$ cat config.mk
export PLATFORM = sky130hd
export DESIGN_NAME = scalar_rls_estimator_unit
export DESIGN_NICKNAME = d
export VERILOG_FILES = /design/src/design/srls_pkg.sv /design/src/design/srls_serial_alu.sv /design/src/design/scalar_rls_estimator_unit.sv
export SDC_FILE = /design/constraint.sdc
export NUM_CORES = 2
export LEC_CHECK = 0
export ABC_AREA = 1
export BUFFER_PORTS_ARGS = -buffer_cell sky130_fd_sc_hd__buf_2
export CORE_AREA = 10 10 287 289
export CTS_BUF_LIST = sky130_fd_sc_hd__clkbuf_4 sky130_fd_sc_hd__clkbuf_8
export CTS_CLUSTER_SIZE = 24
export DETAILED_ROUTE_END_ITERATION = 16
export DIE_AREA = 0 0 297 299
export PLACE_DENSITY = 0.71
export SYNTH_ARGS = -nofsm -noshare
export SYNTH_HDL_FRONTEND = slang
export SYNTH_SLANG_ARGS = --single-unit
$ cat constraint.sdc
create_clock -name clk -period 9.19 [get_ports clk]
set_clock_uncertainty 0.1 [all_clocks]
set_input_delay 0.4595 -clock clk [delete_from_list [all_inputs] [get_ports clk]]
set_output_delay 0.4595 -clock clk [all_outputs]
set_load 0.1 [all_outputs]
$ cat src/design/srls_pkg.sv
// Shared types and constants of the scalar RLS estimator.
`timescale 1ns / 1ps

package srls_pkg;

  // Operation codes of the shared serial arithmetic unit
  typedef enum logic {
    ALU_MUL,
    ALU_DIV
  } alu_op_t;

  // Request from the sequencer to the arithmetic unit
  typedef struct packed {
    logic    start;
    alu_op_t op;
  } alu_req_t;

  // Configuration register indexes
  typedef enum logic [1:0] {
    CFG_INIT_EST,
    CFG_INIT_COV,
    CFG_PRED_SCALE,
    CFG_SPARE
  } cfg_reg_t;

  localparam int unsigned FRAC_BITS = 24;

  localparam logic signed [31:0] Q_ONE   = 32'sh0100_0000;
  localparam logic signed [31:0] SAT_MAX = 32'sh7fff_ffff;
  localparam logic signed [31:0] SAT_MIN = 32'sh8000_0000;

  localparam logic signed [31:0] RESET_EST   = 32'sd167772;
  localparam logic [30:0]        RESET_COV   = 31'd26844;
  localparam logic [24:0]        RESET_SCALE = 25'd16609444;

  // Saturate a 33-bit two's complement sum to 32 bits
  function automatic logic signed [31:0] sat_s33(input logic [32:0] v);
    logic signed [31:0] r;
    if (v[32] != v[31]) begin
      r = v[32] ? SAT_MIN : SAT_MAX;
    end else begin
      r = v[31:0];
    end
    return r;
  endfunction

endpackage

$ cat src/design/srls_serial_alu.sv
// Shared digit-serial multiplier (radix 16) and bit-serial divider, Q8.24.
`timescale 1ns / 1ps

module srls_serial_alu (
  input  logic                      clk,
  input  logic                      rst,
  input  srls_pkg::alu_req_t        req,
  input  logic signed [31:0]        a,
  input  logic signed [31:0]        b,
  output logic                      done,
  output logic signed [31:0]        result
);

  typedef enum logic [1:0] {
    ST_IDLE,
    ST_MUL,
    ST_DIV,
    ST_FIN
  } state_t;

  localparam logic [5:0] MUL_LAST = 6'd7;   // eight 4-bit digits
  localparam logic [5:0] DIV_LAST = 6'd55;  // 56 quotient bits

  state_t            state;
  srls_pkg::alu_op_t op;
  logic              neg;
  logic [5:0]        cnt;
  logic [31:0]       mag;   // multiplicand or divisor magnitude
  logic [63:0]       acc;   // product / dividend-quotient shift register
  logic [31:0]       rem;

  logic [31:0] abs_a;
  logic [31:0] abs_b;
  logic [35:0] partial;
  logic [35:0] mul_upper;
  logic [32:0] div_shift;
  logic [33:0] div_diff;
  logic        div_ge;
  logic [64:0] mul_mag;
  logic [64:0] mul_full;
  logic [40:0] mul_shr;
  logic signed [31:0] mul_res;
  logic [55:0] quo;
  logic signed [31:0] div_res;

  always_comb begin
    abs_a     = a[31] ? (~a + 32'd1) : a;
    abs_b     = b[31] ? (~b + 32'd1) : b;

    // one radix-16 digit of the multiplier per cycle
    partial   = 36'(mag) * 36'(acc[3:0]);
    mul_upper = {4'b0, acc[63:32]} + partial;

    // one restoring division step per cycle
    div_shift = {rem, acc[55]};
    div_diff  = {1'b0, div_shift} - {2'b0, mag};
    div_ge    = !div_diff[33];

    // product: apply sign, floor shift by the fraction width, saturate
    mul_mag  = {1'b0, acc};
    mul_full = neg ? (~mul_mag + 65'd1) : mul_mag;
    mul_shr  = mul_full[64:24];
    if (!mul_shr[40] && (|mul_shr[39:31])) begin
      mul_res = srls_pkg::SAT_MAX;
    end else if (mul_shr[40] && !(&mul_shr[39:31])) begin
      mul_res = srls_pkg::SAT_MIN;
    end else begin
      mul_res = mul_shr[31:0];
    end

    // quotient: truncated toward zero, saturate
    quo = acc[55:0];
    if (neg) begin
      if ((|quo[55:32]) || (quo[31] && (|quo[30:0]))) begin
        div_res = srls_pkg::SAT_MIN;
      end else begin
        div_res = ~quo[31:0] + 32'd1;
      end
    end else begin
      if (|quo[55:31]) begin
        div_res = srls_pkg::SAT_MAX;
      end else begin
        div_res = quo[31:0];
      end
    end
  end

  always_ff @(posedge clk) begin
    if (rst) begin
      state <= ST_IDLE;
      done  <= 1'b0;
      cnt   <= '0;
    end else begin
      done <= 1'b0;
      case (state)
        ST_IDLE: begin
          if (req.start) begin
            op  <= req.op;
            neg <= a[31] ^ b[31];
            cnt <= '0;
            if (req.op == srls_pkg::ALU_MUL) begin
              mag   <= abs_a;
              acc   <= {32'b0, abs_b};
              state <= ST_MUL;
            end else if (b == 32'sd0) begin
              // zero denominator: saturate by the sign of the numerator, or give zero for a zero numerator
              if (a == 32'sd0) begin
                result <= 32'sd0;
              end else begin
                result <= a[31] ? srls_pkg::SAT_MIN : srls_pkg::SAT_MAX;
              end
              done <= 1'b1;
            end else begin
              mag   <= abs_b;
              acc   <= {8'b0, abs_a, 24'b0};
              rem   <= '0;
              state <= ST_DIV;
            end
          end
        end
        ST_MUL: begin
          acc <= {mul_upper, acc[31:4]};
          cnt <= cnt + 6'd1;
          if (cnt == MUL_LAST) begin
            state <= ST_FIN;
          end
        end
        ST_DIV: begin
          rem <= div_ge ? div_diff[31:0] : div_shift[31:0];
          acc <= {8'b0, acc[54:0], div_ge};
          cnt <= cnt + 6'd1;
          if (cnt == DIV_LAST) begin
            state <= ST_FIN;
          end
        end
        ST_FIN: begin
          result <= (op == srls_pkg::ALU_MUL) ? mul_res : div_res;
          done   <= 1'b1;
          state  <= ST_IDLE;
        end
        default: begin
          state <= ST_IDLE;
        end
      endcase
    end
  end

endmodule

$ cat src/design/scalar_rls_estimator_unit.sv
// The estimate held before a sample is registered on acceptance and appears on the output
// in the next cycle. A new sample waits until the previous update has finished: seven
// products and one gain division, all on one serial unit.
// Reset (synchronous, active high) loads the register defaults and copies the initial
// estimate and covariance into the running state; no clearing pass is needed.
`timescale 1ns / 1ps

module scalar_rls_estimator_unit (
  input  logic               clk,
  input  logic               rst,
  // sample request
  input  logic               in_valid,
  output logic               in_stall,
  input  logic signed [31:0] regressor,
  input  logic signed [31:0] measured_voltage,
  // result request
  output logic               out_valid,
  input  logic               out_stall,
  output logic signed [31:0] estimate,
  // configuration writes
  input  logic               cfg_valid,
  output logic               cfg_ready,
  input  logic [1:0]         cfg_index,
  input  logic [31:0]        cfg_data
);

  // Sequencer steps, one per arithmetic operation
  localparam logic [2:0] STEP_PH   = 3'd0;  // ph   = P*h
  localparam logic [2:0] STEP_HPH  = 3'd1;  // den  = 1 + ph*h
  localparam logic [2:0] STEP_GAIN = 3'd2;  // K    = ph/den
  localparam logic [2:0] STEP_KH   = 3'd3;  // kh   = K*h
  localparam logic [2:0] STEP_COV  = 3'd4;  // P    = P - kh*P
  localparam logic [2:0] STEP_HS   = 3'd5;  // hs   = h*scale
  localparam logic [2:0] STEP_ERR  = 3'd6;  // err  = u - hs*theta
  localparam logic [2:0] STEP_EST  = 3'd7;  // theta = theta + K*err

  typedef enum logic [1:0] {
    ST_IDLE,
    ST_ISSUE,
    ST_WAIT
  } state_t;

  state_t state;
  logic [2:0] step;

  // configuration registers
  logic [24:0]        pred_scale;

  // running state
  logic signed [31:0] theta;
  logic signed [31:0] cov;

  // captured sample and intermediates
  logic signed [31:0] h;
  logic signed [31:0] u;
  logic signed [31:0] ph;
  logic signed [31:0] den;
  logic signed [31:0] gain;
  logic signed [31:0] prod;
  logic signed [31:0] err;

  // arithmetic unit request and operands
  srls_pkg::alu_req_t alu_req;
  logic signed [31:0] alu_a;
  logic signed [31:0] alu_b;
  logic               alu_done;
  logic signed [31:0] alu_result;

  logic signed [31:0] opnd_a;
  logic signed [31:0] opnd_b;

  // Hold off samples while busy, while a register write is pending (so it lands first),
  // and while the output register still holds a result.
  assign in_stall  = (state != ST_IDLE) || cfg_valid || out_valid;
  assign cfg_ready = (state == ST_IDLE);

  // Operand selection for the current step
  always_comb begin
    case (step)
      STEP_PH:   begin opnd_a = cov;  opnd_b = h;     end
      STEP_HPH:  begin opnd_a = ph;   opnd_b = h;     end
      STEP_GAIN: begin opnd_a = ph;   opnd_b = den;   end
      STEP_KH:   begin opnd_a = gain; opnd_b = h;     end
      STEP_COV:  begin opnd_a = prod; opnd_b = cov;   end
      STEP_HS:   begin opnd_a = h;    opnd_b = {7'b0, pred_scale}; end
      STEP_ERR:  begin opnd_a = prod; opnd_b = theta; end
      STEP_EST:  begin opnd_a = gain; opnd_b = err;   end
      default:   begin opnd_a = gain; opnd_b = err;   end
    endcase
  end

  always_ff @(posedge clk) begin
    if (rst) begin
      state         <= ST_IDLE;
      step          <= STEP_PH;
      out_valid     <= 1'b0;
      alu_req.start <= 1'b0;
      alu_req.op    <= srls_pkg::ALU_MUL;
      pred_scale    <= srls_pkg::RESET_SCALE;
      theta         <= srls_pkg::RESET_EST;
      cov           <= {1'b0, srls_pkg::RESET_COV};
    end else begin
      alu_req.start <= 1'b0;

      // drop the result once the consumer takes it
      if (out_valid && !out_stall) begin
        out_valid <= 1'b0;
      end

      case (state)
        ST_IDLE: begin
          // a write to an initial value loads the running state at once
          if (cfg_valid) begin
            case (cfg_index)
              srls_pkg::CFG_INIT_EST: begin
                theta <= cfg_data;
              end
              srls_pkg::CFG_INIT_COV: begin
                cov <= {1'b0, cfg_data[30:0]};
              end
              srls_pkg::CFG_PRED_SCALE: begin
                pred_scale <= cfg_data[24:0];
              end
              default: begin
              end
            endcase
          end
          // accept a sample: present the estimate held before it, then start the update
          if (in_valid && !in_stall) begin
            h         <= regressor;
            u         <= measured_voltage;
            estimate  <= theta;
            out_valid <= 1'b1;
            step      <= STEP_PH;
            state     <= ST_ISSUE;
          end
        end
        ST_ISSUE: begin
          alu_req.start <= 1'b1;
          if (step == STEP_GAIN) begin
            alu_req.op <= srls_pkg::ALU_DIV;
          end else begin
            alu_req.op <= srls_pkg::ALU_MUL;
          end
          alu_a         <= opnd_a;
          alu_b         <= opnd_b;
          state         <= ST_WAIT;
        end
        ST_WAIT: begin
          if (alu_done) begin
            case (step)
              STEP_PH:   ph   <= alu_result;
              STEP_HPH:  den  <= srls_pkg::sat_s33({srls_pkg::Q_ONE[31], srls_pkg::Q_ONE}
                                                   + {alu_result[31], alu_result});
              STEP_GAIN: gain <= alu_result;
              STEP_KH:   prod <= alu_result;
              STEP_COV:  cov  <= srls_pkg::sat_s33({cov[31], cov}
                                                   - {alu_result[31], alu_result});
              STEP_HS:   prod <= alu_result;
              STEP_ERR:  err  <= srls_pkg::sat_s33({u[31], u}
                                                   - {alu_result[31], alu_result});
              STEP_EST:  theta <= srls_pkg::sat_s33({theta[31], theta}
                                                    + {alu_result[31], alu_result});
              default: begin
              end
            endcase
            // advance to the next operation, or go idle after the estimate update
            if (step == STEP_EST) begin
              state <= ST_IDLE;
            end else begin
              step  <= step + 3'd1;
              state <= ST_ISSUE;
            end
          end
        end
        default: begin
          state <= ST_IDLE;
        end
      endcase
    end
  end

  srls_serial_alu u_alu (
    .clk    (clk),
    .rst    (rst),
    .req    (alu_req),
    .a      (alu_a),
    .b      (alu_b),
    .done   (alu_done),
    .result (alu_result)
  );

endmodule

==> out/results.md <==
Clocking
* number of sinks driven by the clock tree: 588
* clock slew at the register clock pins of the worst setup and hold paths: 0.06 ns
* worst-skew pair later-pin latency: 0.77 ns
* CTS H-Tree Depth: 3
* clock tree from TritonCTS: built
* TritonCTS buffer count: 102
* CTS root buffer: sky130_fd_sc_hd__clkbuf_8
* buffer levels on the longest clock path: 3

Finish
* total of fill cells in the finished design: 7010
* P&R area growth vs syn: 11.4%
* register with the highest flop count: u_alu.acc
* cell area after layout: 0.0464 mm^2
* number of flip-flops under the largest register name: 64
* nets@finish: 5819
* share of cells above drive strength 1: 8.79%
* number of standard cells in the final layout excluding fillers: 6562

Logic synthesis
* fraction of the yosys area taken by sequential cells: 39.9%
* warning count from the yosys run: 0
* count of flip-flops with a built-in enable after synthesis: 482
* cell count after synthesis: 5224
* FFs w/ async S/R, synth: 0%
* Post-Synthesis Cell Area: 0.0416 mm^2
* Primary FF master, synth: sky130_fd_sc_hd__edfxtp_1
* count of state elements after synthesis: 588
* area share of the largest cell type after synthesis: 34.8%
* Mapped Nets: 5610
* count of distinct cell types in the synthesized netlist: 66
* Post-Syn Area per Cell: 7.97 um^2
* main area contributors after synthesis: sky130_fd_sc_hd__edfxtp_1 (35%), sky130_fd_sc_hd__nand2_1 (11%), sky130_fd_sc_hd__inv_1 (6.3%), sky130_fd_sc_hd__ha_1 (5.6%), sky130_fd_sc_hd__dfxtp_1 (5.1%)
* cell type contributing the most total cell area after synthesis: sky130_fd_sc_hd__edfxtp_1

Global route
* aggregate global-route resource usage: 36.3%
* wire length of the first global-routing pass: 244000 um
* total congestion overflow after global routing: 0
* via count of the first global-routing pass: 38400
* largest net degree at the start of global routing: 66
* number of antenna violations at the first check in global routing: 9

Critical path
* endpoint class of the critical path: register
* worst setup path startpoint: u_alu.acc[2]
* arrival time reported for the critical path endpoint: 5.20 ns
* Crit Path Max Fanout: 36
* critical path launch point type: register
* required arrival time at the worst endpoint: 9.56 ns
* cell count of the worst reg-to-reg path: 20
* reg-to-reg startpoint: u_alu.acc[2]
* crit path kind: register to register
* register-to-register setup slack: 4.36 ns

Route
* number of design-rule violations left by the first detailed-router iteration: 4425
* per-cell routed wire length: 25.3 um
* vias post-DR: 39200
* routed vias/inst: 5.97
* wire length on met3: 14500 um
* highest layer used for signal routing: met5
* first-pass iteration count of the detailed router: 6
* Total Wirelength: 166000 um
* length of routed met2 wiring: 77900 um
* wl on met1: 61100 um
* post-route DRC violation count: 0
* remaining antenna violation count: 0

Placement
* IO buf count: 137
* placed cell area: 0.0433 mm^2
* # placed instances: 6276
* post-detail-place hpwl: 129000 um
* Routability Congestion: 1.05

Pwr
* Tot Pwr: 0.0127 W
* leakage: 20.5 nW
* Peak VDD IR: 0.182 mV
* power density cells: 274 mW/mm^2

Run status
* outcome: finished, final reports clean

Timing
* transition at the pin with the smallest max-transition slack: 1.19 ns
* Hold Violations, Final: 0
* Slew Limit Fails: 0
* Fin Hold WS: 0.0394 ns
* highest clock frequency the design can meet: 0.207 GHz
* fraction of the cycle the final worst path needs: 52.5%
* number of setup violations in the final report: 0
* Max transition margin: 20.6%
* unrepaired setup endpoints after global routing: false
* Total Neg Setup Slack: 0 ns
* min Tclk post-route: 4.83 ns

Floorplanning
* Placement Rows: 102
* area of the core: 0.0767 mm^2
* die span in x: 297 um
* Initial Utilization: 54.3%
* I/O pin cnt: 138
* DIE AREA: 0.0888 mm^2
* die boundary height: 299 um

Worst hold path
* type of the tightest min-delay check: primary input to register
* start point of the worst hold path: cfg_data[13]
* Worst Hold Path Cells: 3

Job
* max-cap check violation count: 0

cell usage in the layout, fill, tap and decap left out, types with 23 or more instances in the layout:
cell | Yosys | routed
sky130_fd_sc_hd__buf_2 | 22 | 137
sky130_fd_sc_hd__xor2_1 | 148 | 148
sky130_fd_sc_hd__a21o_1 | 23 | 23
sky130_fd_sc_hd__nand4_1 | 42 | 42
sky130_fd_sc_hd__nand2_1 | 1270 | 1270
sky130_fd_sc_hd__o211ai_1 | 29 | 29
sky130_fd_sc_hd__o21ai_0 | 354 | 353
sky130_fd_sc_hd__o221ai_1 | 31 | 31
sky130_fd_sc_hd__nor3_1 | 53 | 50
sky130_fd_sc_hd__a21oi_1 | 392 | 390
sky130_fd_sc_hd__clkinv_1 | 5 | 27
sky130_fd_sc_hd__clkbuf_8 | 0 | 107
sky130_fd_sc_hd__clkbuf_4 | 0 | 30
sky130_fd_sc_hd__edfxtp_1 | 482 | 482
sky130_fd_sc_hd__a31oi_1 | 38 | 38
sky130_fd_sc_hd__dfxtp_1 | 106 | 106
sky130_fd_sc_hd__nand3_1 | 234 | 233
sky130_fd_sc_hd__dlygate4sd3_1 | 0 | 93
sky130_fd_sc_hd__buf_4 | 5 | 58
sky130_fd_sc_hd__ha_1 | 188 | 188
sky130_fd_sc_hd__a221oi_1 | 28 | 28
sky130_fd_sc_hd__fa_1 | 95 | 95
sky130_fd_sc_hd__a22oi_1 | 64 | 64
sky130_fd_sc_hd__nor2_1 | 450 | 442
sky130_fd_sc_hd__xnor2_1 | 46 | 46
sky130_fd_sc_hd__inv_1 | 697 | 695
logic make-up (layout without fill, tap and decap cells):
logic type,count (synthesis),in the layout,share of synthesized area [%]
other,0,2,0
buffers and inverters,895,1191,8.43
AOI/OAI and AO/OA,1092,1092,15.4
DFF,588,588,39.9
muxes,3,3,0.0721
xor gates and xnor gates,194,194,4.08
adders and majority gates,283,283,10.2
and+or+nand+nor,2169,2169,21.9
layer usage:
layer	track usage, %	vias up
met4	22.9	4
li1	-	18000
met5	0	-
met2	61.0	2180
met1	42.6	18500
met3	6.72	508
final cells by class:
class	instances	area, um^2	share of cell area [%]
Antenna cell	2	5.00	0.0108
Clock buffer	137	1700	3.66
Clock inverter	54	429	0.925
Inverter	712	2670	5.76
Multi-Input combinational cell	3741	21600	46.7
Sequential cell	588	16600	35.8
Tap cell	1040	1300	2.80
Timing Repair Buffer	288	2050	4.42
synthesized netlist by cell type (all sizes together), types with 12 or more instances:
master and n:
clkbuf 135, a211oi 22, dfxtp 106, a21o 23, nor4 20, o21ai 365, a32o 20, nand3 247
a21oi 393, nand2 1296, o221ai 31, or2 18, xor2 148, a22o 12, edfxtp 482, buf 48
a31oi 38, inv 706, o21a 12, fa 95, o21bai 21, ha 188, a221oi 28, nor3 54
o211ai 29, xnor2 46, nand4 42, a22oi 64, nor2 479
critical path, cell delays in order, from the launching register on:
cell                       delay, ns
sky130_fd_sc_hd__edfxtp_1       0.32
sky130_fd_sc_hd__buf_4          0.40
sky130_fd_sc_hd__nand2_1        0.10
sky130_fd_sc_hd__inv_1          0.10
sky130_fd_sc_hd__fa_1           0.44
sky130_fd_sc_hd__fa_1           0.54
sky130_fd_sc_hd__inv_1          0.05
sky130_fd_sc_hd__fa_1           0.50
sky130_fd_sc_hd__inv_1          0.04
sky130_fd_sc_hd__ha_1           0.38
sky130_fd_sc_hd__a21oi_1        0.21
sky130_fd_sc_hd__inv_1          0.06
sky130_fd_sc_hd__nand2_1        0.05
sky130_fd_sc_hd__nand3_1        0.13
sky130_fd_sc_hd__a21o_1         0.21
sky130_fd_sc_hd__nand2_1        0.06
sky130_fd_sc_hd__nand2_1        0.17
sky130_fd_sc_hd__nand2_1        0.11
sky130_fd_sc_hd__nand2_1        0.07
sky130_fd_sc_hd__o21ai_0        0.35
sky130_fd_sc_hd__o221ai_1       0.18
where the power goes:
part	switching, W	leakage, nW	internal [W]
Clock	0.00121	1.13	0.00138
Sequential	0.000482	5.26	0.00338
Combinational	0.00431	14.1	0.00195
Total	0.00600	20.5	0.00670
worst paths after layout:
kind | to
max | u_alu.acc[48]
min | pred_scale[13]
max reg2reg | u_alu.acc[48]
min reg2reg | pred_scale[2]
per-stage QoR:
stage | setup slack [ns] | util (%)
2_1_floorplan | 2.69 | -
4_1_cts | 4.44 | 60.5
6_report | 4.36 | 60.5
5_1_grt | 4.11 | 60.5
3_3_place_gp | 4.46 | 56.5
3_5_place_dp | 4.41 | 56.5
repair_timing:
item                      CTS  global route
hold buffers               93             0
buffers inserted            0             0
hold endpoints to repair   98             0
resized for setup           0             0
No activity file was read; power rests on OpenSTA's default activity.
